**config.mk**
```make
export PLATFORM = sky130hd
export DESIGN_NAME = twta_fifo
export DESIGN_NICKNAME = d
export VERILOG_FILES = /design/src/hw/rtl/twta_pkg.sv /design/src/hw/rtl/twta_fifo.sv
export SDC_FILE = /design/constraint.sdc
export NUM_CORES = 1
export LEC_CHECK = 0
export BUFFER_PORTS_ARGS = -buffer_cell sky130_fd_sc_hd__clkbuf_2
export CAP_MARGIN = 20
export CORE_MARGIN = 1
export CORE_UTILIZATION = 40
export CTS_BUF_LIST = sky130_fd_sc_hd__clkbuf_4
export DETAILED_ROUTE_END_ITERATION = 8
export GPL_TIMING_DRIVEN = 0
export PLACE_DENSITY = 0.76
export SYNTH_ARGS = -nofsm -noshare
export SYNTH_HDL_FRONTEND = slang
export SYNTH_SLANG_ARGS = --single-unit
```
**constraint.sdc**
```tcl
create_clock -name clk -period 5.3 [get_ports clk]
set_clock_uncertainty 0.15 [all_clocks]
set_input_delay 0.795 -clock clk [delete_from_list [all_inputs] [get_ports clk]]
set_output_delay 0.795 -clock clk [all_outputs]
set_load 0.005 [all_outputs]
```
**src/hw/rtl/twta_pkg.sv**
```systemverilog
package twta_pkg;

  typedef enum logic [1:0] {
    ADDR_BORDER,
    ADDR_CLAMP,
    ADDR_REPEAT,
    ADDR_MIRROR
  } twta_wrap_t;

  localparam logic [2:0] REG_BASE_WIDTH  = 3'd0;
  localparam logic [2:0] REG_BASE_HEIGHT = 3'd1;
  localparam logic [2:0] REG_TILE_W_LOG2 = 3'd2;
  localparam logic [2:0] REG_TILE_H_LOG2 = 3'd3;
  localparam logic [2:0] REG_S_WRAP      = 3'd4;
  localparam logic [2:0] REG_T_WRAP      = 3'd5;
  localparam logic [2:0] REG_CHANNELS    = 3'd6;
  localparam logic [2:0] REG_FIRST_CHAN  = 3'd7;

  localparam int TILE_LOG2_MAX = 10;

  typedef struct packed {
    logic [14:0] base_width;
    logic [14:0] base_height;
    logic [3:0]  tw_log2;
    logic [3:0]  th_log2;
    twta_wrap_t  s_mode;
    twta_wrap_t  t_mode;
    logic [4:0]  channel_count;
    logic [3:0]  first_channel;
  } twta_cfg_t;

  typedef struct packed {
    logic [13:0] c0;
    logic [13:0] c1;
    logic        v0;
    logic        v1;
    logic        one;
  } twta_axis_t;

  typedef struct packed {
    twta_axis_t  s;
    twta_axis_t  t;
    logic [15:0] frac_s;
    logic [15:0] frac_t;
    logic [3:0]  level;
  } twta_item_t;

endpackage

```
**src/hw/rtl/twta_fifo.sv**
```systemverilog
module twta_fifo import twta_pkg::*; (
  input  logic       clk,
  input  logic       rst,
  input  logic       push,
  input  twta_item_t din,
  output logic       ready,
  output logic       valid,
  output twta_item_t dout,
  input  logic       pop
);

  twta_item_t mem [2];
  logic       wp, rp;
  logic [1:0] count;

  assign ready = (count != 2'd2);
  assign valid = (count != 2'd0);
  assign dout  = mem[rp];

  always_ff @(posedge clk) begin
    if (rst) begin
      wp    <= 1'b0;
      rp    <= 1'b0;
      count <= 2'd0;
    end else begin
      if (push) begin
        wp <= ~wp;
      end
      if (pop) begin
        rp <= ~rp;
      end
      count <= count + 2'(push) - 2'(pop);
    end
  end

  always_ff @(posedge clk) begin
    if (push) begin
      mem[wp] <= din;
    end
  end

endmodule

```
## After elaboration in Yosys (flattened, before gate mapping)

Memory sizes are Yosys's and may differ from the RTL's. A register that Yosys moved wholly into a read port is not among the register bits.
Index checks and enable logic that the tools add are counted.

- Reductions and logical operators: 1
- Divide/modulo/power cells: 0
- Multipliers: 0
- Mux-type cells: 4
- Shift operators: 0
- $add $sub $neg: 2
- Equality and inequality tests: 1
- Bitwise logic cells: 2
- Magnitude comparators: 0

Operators with widths:

| operator | number |
|---|---|
| $mux 1 | 4 |
| $add 2x1->2 | 1 |
| $ne 2x2->1 const B | 1 |
| $not 1->1 | 2 |
| $reduce_bool 2->1 | 1 |
| $sub 2x1->2 | 1 |

- Bits in latches: 0
- Bits in writable memories: 196
- Input bits: 102
- Memories kept: 1
- Memory bits (read-only): 0
- Register bits: 4
- Logic and storage cells: 14

Memories:

| memory | depth | bits a word | rd ports | clocked after memory_dff | wr ports | RTL line | RTL |
|---|---|---|---|---|---|---|---|
| mem | 2 | 98 | 1 | 1 | 1 | twta_fifo.sv:12 | `twta_item_t mem [2];` |

## Longest topological paths before layout

Gate-level depths: netlist of run 1.

- Depth after elaboration: 3
- Depth in mapped cells: 6
- Gate-level depth less buffers: 6

## Worst setup path after synthesis of run 1

No wires, ideal clock.

- Kind: input-to-reg
- Start: input port push
- End: memory mem[0][0] (netlist name) (enable)
- Data required time: 4,583 ps
- Path buffers: 0
- Cell stages on the path: 1
- Arrival time: 5,062 ps
- Slack: -479 ps
- Path through: nor2b_1

- Cells in the longest elaborated chain, start to end: 2

RTL lines:

| what | RTL line | RTL |
|---|---|---|
| from (decl) | twta_fifo.sv:4 | `input logic push,` |
| $mux 1 | twta_fifo.sv:37 | `if (push) begin` |
| $mux 1 (not written as such) | twta_fifo.sv:38 | `mem[wp] <= din;` |
| to (decl) | twta_fifo.sv:12 |  |

Every way passes these cells.

==> flow_summary_export.csv, run 1 <==
group,metric,value,unit
route,via_per_inst,4.67,
clock_network,clk_pin_slew,70,ps
layout,syn2layout_area_growth,27.3,%
synth,synth_area,0.00736,mm^2
worst_setup_path,cp-end-kind,"output pin",
synth,yosys_register_bits,201,
layout,n_antenna_cell,0,
clock_network,cts_setup_buffers,0,
route,drc_errors,0,
worst_setup_path,crit_path_start_kind,"flop",
layout,register_area,0.00599,mm^2
route,routedWlPerCell,15.9,um
run,cap_violations,0,
sta,period_minus_slack,2830,ps
sta,worst_slew_pin_slew,616,ps
sta,fmax,353,MHz
route,dr.pass1.iters,4,
pwr,power-per-cell-area,371,mW/mm^2
layout,n_fill_cell,1450,
run_status,status,"finished clean",
global_route,grt_pass1_wl,20000,um
synth,yosysTopAreaCell,"edfxtp_1",
layout,drive_gt1_share,63.9,%
placed_design,place_area,0.00875,mm^2
global_route,grt_max_degree,58,
floorplanning,coreArea,0.0180,mm^2
worst_setup_path,worstPathRequired,4360,ps
layout,final_cell_mix,"201 x clkbuf_2, 196 x edfxtp_1, 78 x mux2_2",
layout,final_common_cell,"clkbuf_2",
synth,yosysSeqAreaShare,81.3,%
clock_network,cts_buffers,50,
synth,synthTopCellsByArea,"edfxtp_1 80%, mux2_2 12%, mux2_4 4.1%",
floorplanning,num_rows,49,
route,wl,13500,um
pwr,max-vdd-ir-drop,0.234,mV
floorplanning,initial_core_util,40.8,%
synth,yosysUniqueCellTypes,15,
worst_hold_path,hold_class,"in2reg",
floorplanning,dieArea,0.0189,mm^2
clock_network,ctsResizeCount,0,
sta,finalHoldViolCount,0,
worst_setup_path,worstSetupPathType,"reg2out",
floorplanning,io-pin-count,202,
clock_network,cts.sinks,201,
sta,grt_setup_unrepaired,"false",
global_route,grt_pass1_vias,4187,
placed_design,dp_hpwl,9320,um
synth,synth_warnings,0,
clock_network,clk-insertion-delay-late,600,ps
floorplanning,fp.dieW,138,um
clock_network,cts_hold_buf,0,
sta,maxSlewViolCount,0,
route,ant_nets,0,
route,num_vias,3967,
clock_network,htreeDepth,2,
global_route,antenna_found_initial,0,
layout,final_nets,687,
synth,synth_top_area_share,80.0,%
layout,finish.instance_area,0.00937,mm^2
floorplanning,die_h,138,um
placed_design,port_buffers,201,
synth,synthesis.nets,430,
worst_setup_path,arrival,1890,ps
clock_network,clk_path_buf_depth,3,
layout,multiInputGateArea,0.00130,mm^2
sta,slew_headroom,58.9,%
synth,synthCells,326,
sta,tns,0,ps
sta,setup_viol,0,
clock_network,cts_root_buf,"clkbuf_4",
pwr,leakage,3.70,nW
sta,fin_crit_sh,53.5,%
synth,syn_area_per_cell,22.6,um^2
global_route,groute.usage.overall,14.2,%
global_route,grt_remaining_overflow,0,
route,dr.first_iter.drc_count,137,
clock_network,cts_tree,"done",
worst_setup_path,crit_fanout,10,
placed_design,globalplace.congestion,0.706,
==> power breakdown <==
group | switching (mW) | internal (mW)
combinational | 0.179 | 0.204
sequential | 0.0239 | 1.85
clock | 0.562 | 0.652
==> sequential cells by signal (all words and copies together), names as in the netlist, named ones only <==
| name | flops |
|---|---|
| count | 2 |
| mem | 196 |
| rp | 1 |
| wp | 1 |
==> metrics by stage <==
| stage | total power [mW] | util, % | setup slack (ps) | hold slack (ps) | cells |
|---|---|---|---|---|---|
| finish | 3.48 | 52.0 | 2470 | 210 | 849 |
| global route | 3.66 | 52.0 | 2290 | 128 | 849 |
| CTS | 3.54 | 52.0 | 2350 | 127 | 849 |
| detailed placement | 2.30 | 48.5 | 2820 | 389 | 760 |
| global placement | 2.28 | 48.0 | 11.1 | 345 | 756 |
| floorplan | 2.12 | - | 1360 | 330 | 326 |
==> worst paths after layout <==
path	cells after the start	to	slack, ps	start
max	5	dout[96]	2470	flop
max reg2reg	2	mem[1][81]$_DFFE_PP_	3400	wp$_SDFFE_PP0P_
min reg2reg	2	flop	400	rp$_SDFFE_PP0P_
min	1	mem[1][53]$_DFFE_PP_	210	din[53]
==> Yosys cell counts <==
| cell | number |
|---|---|
| or2_2 | 1 |
| ha_1 | 2 |
| dfxtp_1 | 5 |
| nor2b_1 | 2 |
| inv_1 | 2 |
| nand2_1 | 1 |
| xnor2_1 | 2 |
| xnor3_1 | 1 |
| mux2_4 | 20 |
| edfxtp_1 | 196 |
| mux2_2 | 78 |
| buf_6 | 4 |
| buf_2 | 7 |
| nor2_1 | 4 |
| and2_1 | 1 |
==> critical path: stages (launching register included) <==
cell and delay, ps:
dfxtp_1 330, buf_6 150, buf_6 170, buf_6 200, mux2_4 310, clkbuf_2 110
==> per-layer routing <==
layer / global-route usage (%) / part of all wire (%) / wire [um]
met4: 6.23 / 2.3 / 311
met5: 0 / 0 / 0
met1: 13.9 / 35 / 4740
met3: 6.33 / 9.7 / 1310
met2: 25.5 / 53 / 7170
==> logic make-up after synthesis <==
group                    count (synthesis)  synth area share, %
XOR/XNOR                                 3                0.544
adder cells (fa/ha/maj)                  2                0.340
buffers and inverters                   13                 1.19
flip-flops                             201                 81.3
multiplexers                            98                 16.0
AND/OR/NAND/NOR                          9                0.595
==> final cells by class <==
type,instances,share of cell area [%]
sequential,201,63.9
multi-input combinational,112,13.8
timing repair buffer,205,11.7
clock buffer,76,6.09
tap,229,3.06
buffer,11,0.854
clock inverter,13,0.547
inverter,2,0.0801
No activity file was read; power rests on OpenSTA's default activity.
==> run 2: changes to the inputs <==
- clock period: 5.3 -> 2.35 ns (I/O delays scaled with it)
==> flow_summary_export.csv, run 2 (synthesized netlist as in run 1, its figures left out) <==
group,metric,value,unit
clock_network,htreeDepth,2,
layout,instances_no_fill,949,
sta,fin_crit_sh,97.8,%
floorplanning,num_rows,49,
floorplanning,io-pin-count,202,
placed_design,placed_cells,760,
worst_setup_path,cp_num_buf_inv,4,
layout,drive_gt1_share,54.2,%
clock_network,cts_root_buf,"clkbuf_4",
sta,worst_slew_pin_slew,939,ps
worst_setup_path,crit_top_cell,"buf_12",
route,routedWlPerCell,16.3,um
worst_setup_path,reg2reg_depth,3,
worst_hold_path,holdPathStages,2,
clock_network,cts_tree,"done",
worst_setup_path,cp-end-kind,"output pin",
worst_setup_path,crit_path_start_kind,"flop",
route,dr.pass1.iters,4,
worst_setup_path,r2r_setup_slack,270,ps
placed_design,dp_hpwl,9240,um
sta,slew_headroom,37.3,%
layout,top_register,"mem",
worst_setup_path,arrival,1800,ps
layout,final_cell_mix,"201 x clkbuf_2, 196 x edfxtp_1, 102 x dlygate4sd3_1",
sta,grt_setup_unrepaired,"true",
worst_setup_path,critPathTopFamily,"buffers and inverters",
clock_network,cts_buffers,49,
placed_design,globalplace.congestion,0.694,
run_status,status,"finished clean",
worst_setup_path,critical-path-slowest-cell,"dfxtp_2",
pwr,total_power,7.88,mW
global_route,grt_remaining_overflow,0,
pwr,leakage,4.14,nW
sta,finalHoldViolCount,0,
clock_network,clk_path_buf_depth,3,
floorplanning,die_h,138,um
global_route,grt_pass1_wl,22500,um
sta,hold_ws,316,ps
route,wl,15400,um
floorplanning,fp.dieW,138,um
sta,setup_viol,0,
route,via_per_inst,4.58,
clock_network,clk_pin_slew,70,ps
floorplanning,coreArea,0.0180,mm^2
clock_network,cts.sinks,201,
worst_setup_path,critPathMaxStageDelay,340,ps
floorplanning,dieArea,0.0189,mm^2
worst_setup_path,cp_cell_sequence,"buf_12 > buf_12 > clkbuf_16 > mux2_4 > clkbuf_2",
layout,utilization,58.1,%
layout,final_nets,793,
pwr,max-vdd-ir-drop,0.585,mV
layout,final_common_cell,"clkbuf_2",
sta,maxSlewViolCount,0,
route,ant_nets,0,
sta,period_minus_slack,2300,ps
route,num_vias,4349,
placed_design,port_buffers,201,
global_route,antenna_found_initial,1,
worst_setup_path,cp.depth,5,
clock_network,clk-insertion-delay-late,620,ps
layout,largest_reg_flops,196,
floorplanning,initial_core_util,40.8,%
worst_hold_path,hold_class,"in2reg",
layout,syn2layout_area_growth,42.3,%
global_route,grt_pass1_vias,4723,
route,drc_errors,0,
global_route,grt_max_degree,55,
global_route,groute.usage.overall,15.9,%
worst_setup_path,worstSetupPathType,"reg2out",
route,dr.first_iter.drc_count,109,
run,cap_violations,0,
worst_setup_path,worstPathRequired,1850,ps
layout,top_regs,"mem x196, count x2",
pwr,power-per-cell-area,753,mW/mm^2
worst_setup_path,crit_fanout,9,
sta,fmax,435,MHz
run 2: cell count changes in the layout (fill, tap and decap cells not counted), moves of 3 or more:
cell | previous run | this run
buf_12 | 3 | 6
buf_4 | 0 | 9
clkinv_1 | 10 | 14
buf_2 | 7 | 0
buf_6 | 4 | 0
dlygate4sd3_1 | 0 | 102
clkbuf_16 | 0 | 3
clkbuf_4 | 76 | 64
run 2: per-stage QoR:
step                      worst slack [ps]  cell area [um^2]  setup TNS, ps
after CTS                            -40.5             10400           -729
final                                 51.2             10500              0
after detailed placement              72.4              8760              0
after global placement                -877              8660        -134080
after global routing                 -48.5             10500          -2170
after floorplan                      -61.7              7370          -6050
run 2: path summary, 6_finish.rpt:
check | start | end
max reg2reg | wp$_SDFFE_PP0P_ | mem[0][25]$_DFFE_PP_
max | flop | dout[82]
min reg2reg | rp$_SDFFE_PP0P_ | rp$_SDFFE_PP0P_
min | din[40] | mem[1][40]$_DFFE_PP_
run 2: power by group:
| part | switching (mW) | internal [mW] | total [mW] |
|---|---|---|---|
| sequential | 0.0556 | 4.18 | 4.24 |
| clock | 1.30 | 1.26 | 2.57 |
| combinational | 0.458 | 0.621 | 1.08 |
| total | 1.81 | 6.07 | 7.88 |
run 2: worst reg2reg max path: stages, from the launching register on:
cell and delay [ps]:
dfxtp_1 350, nor2b_4 750, buf_12 290, buf_16 210
run 2: final cells by class:
type | instances | area [um^2]
fillers | 1363 | 7550
flip-flops and latches | 201 | 5990
repair buffers | 312 | 2210
multi-input cells | 112 | 1300
clock buffers | 64 | 480
well taps | 229 | 287
plain buffers | 11 | 133
clock inverters | 17 | 67.6
inverters | 2 | 7.51
diodes | 1 | 2.50
run 2: metal layers:
layer	vias up	part of all wire [%]	global-route usage (%)
li1	2054	-	-
met1	2112	37	16.1
met2	154	54	29.4
met3	29	6.1	5.08
met4	0	2.2	7.08
met5	-	0	0
run 2: timing repair:
action | 4_1_cts | 5_1_grt
hold buffers | 102 | 0
setup endpoints to repair | 90 | 89
hold endpoints to repair | 201 | 0
resized for setup | 15 | 1
gates cloned | 0 | 3
buffers inserted | 2 | 0
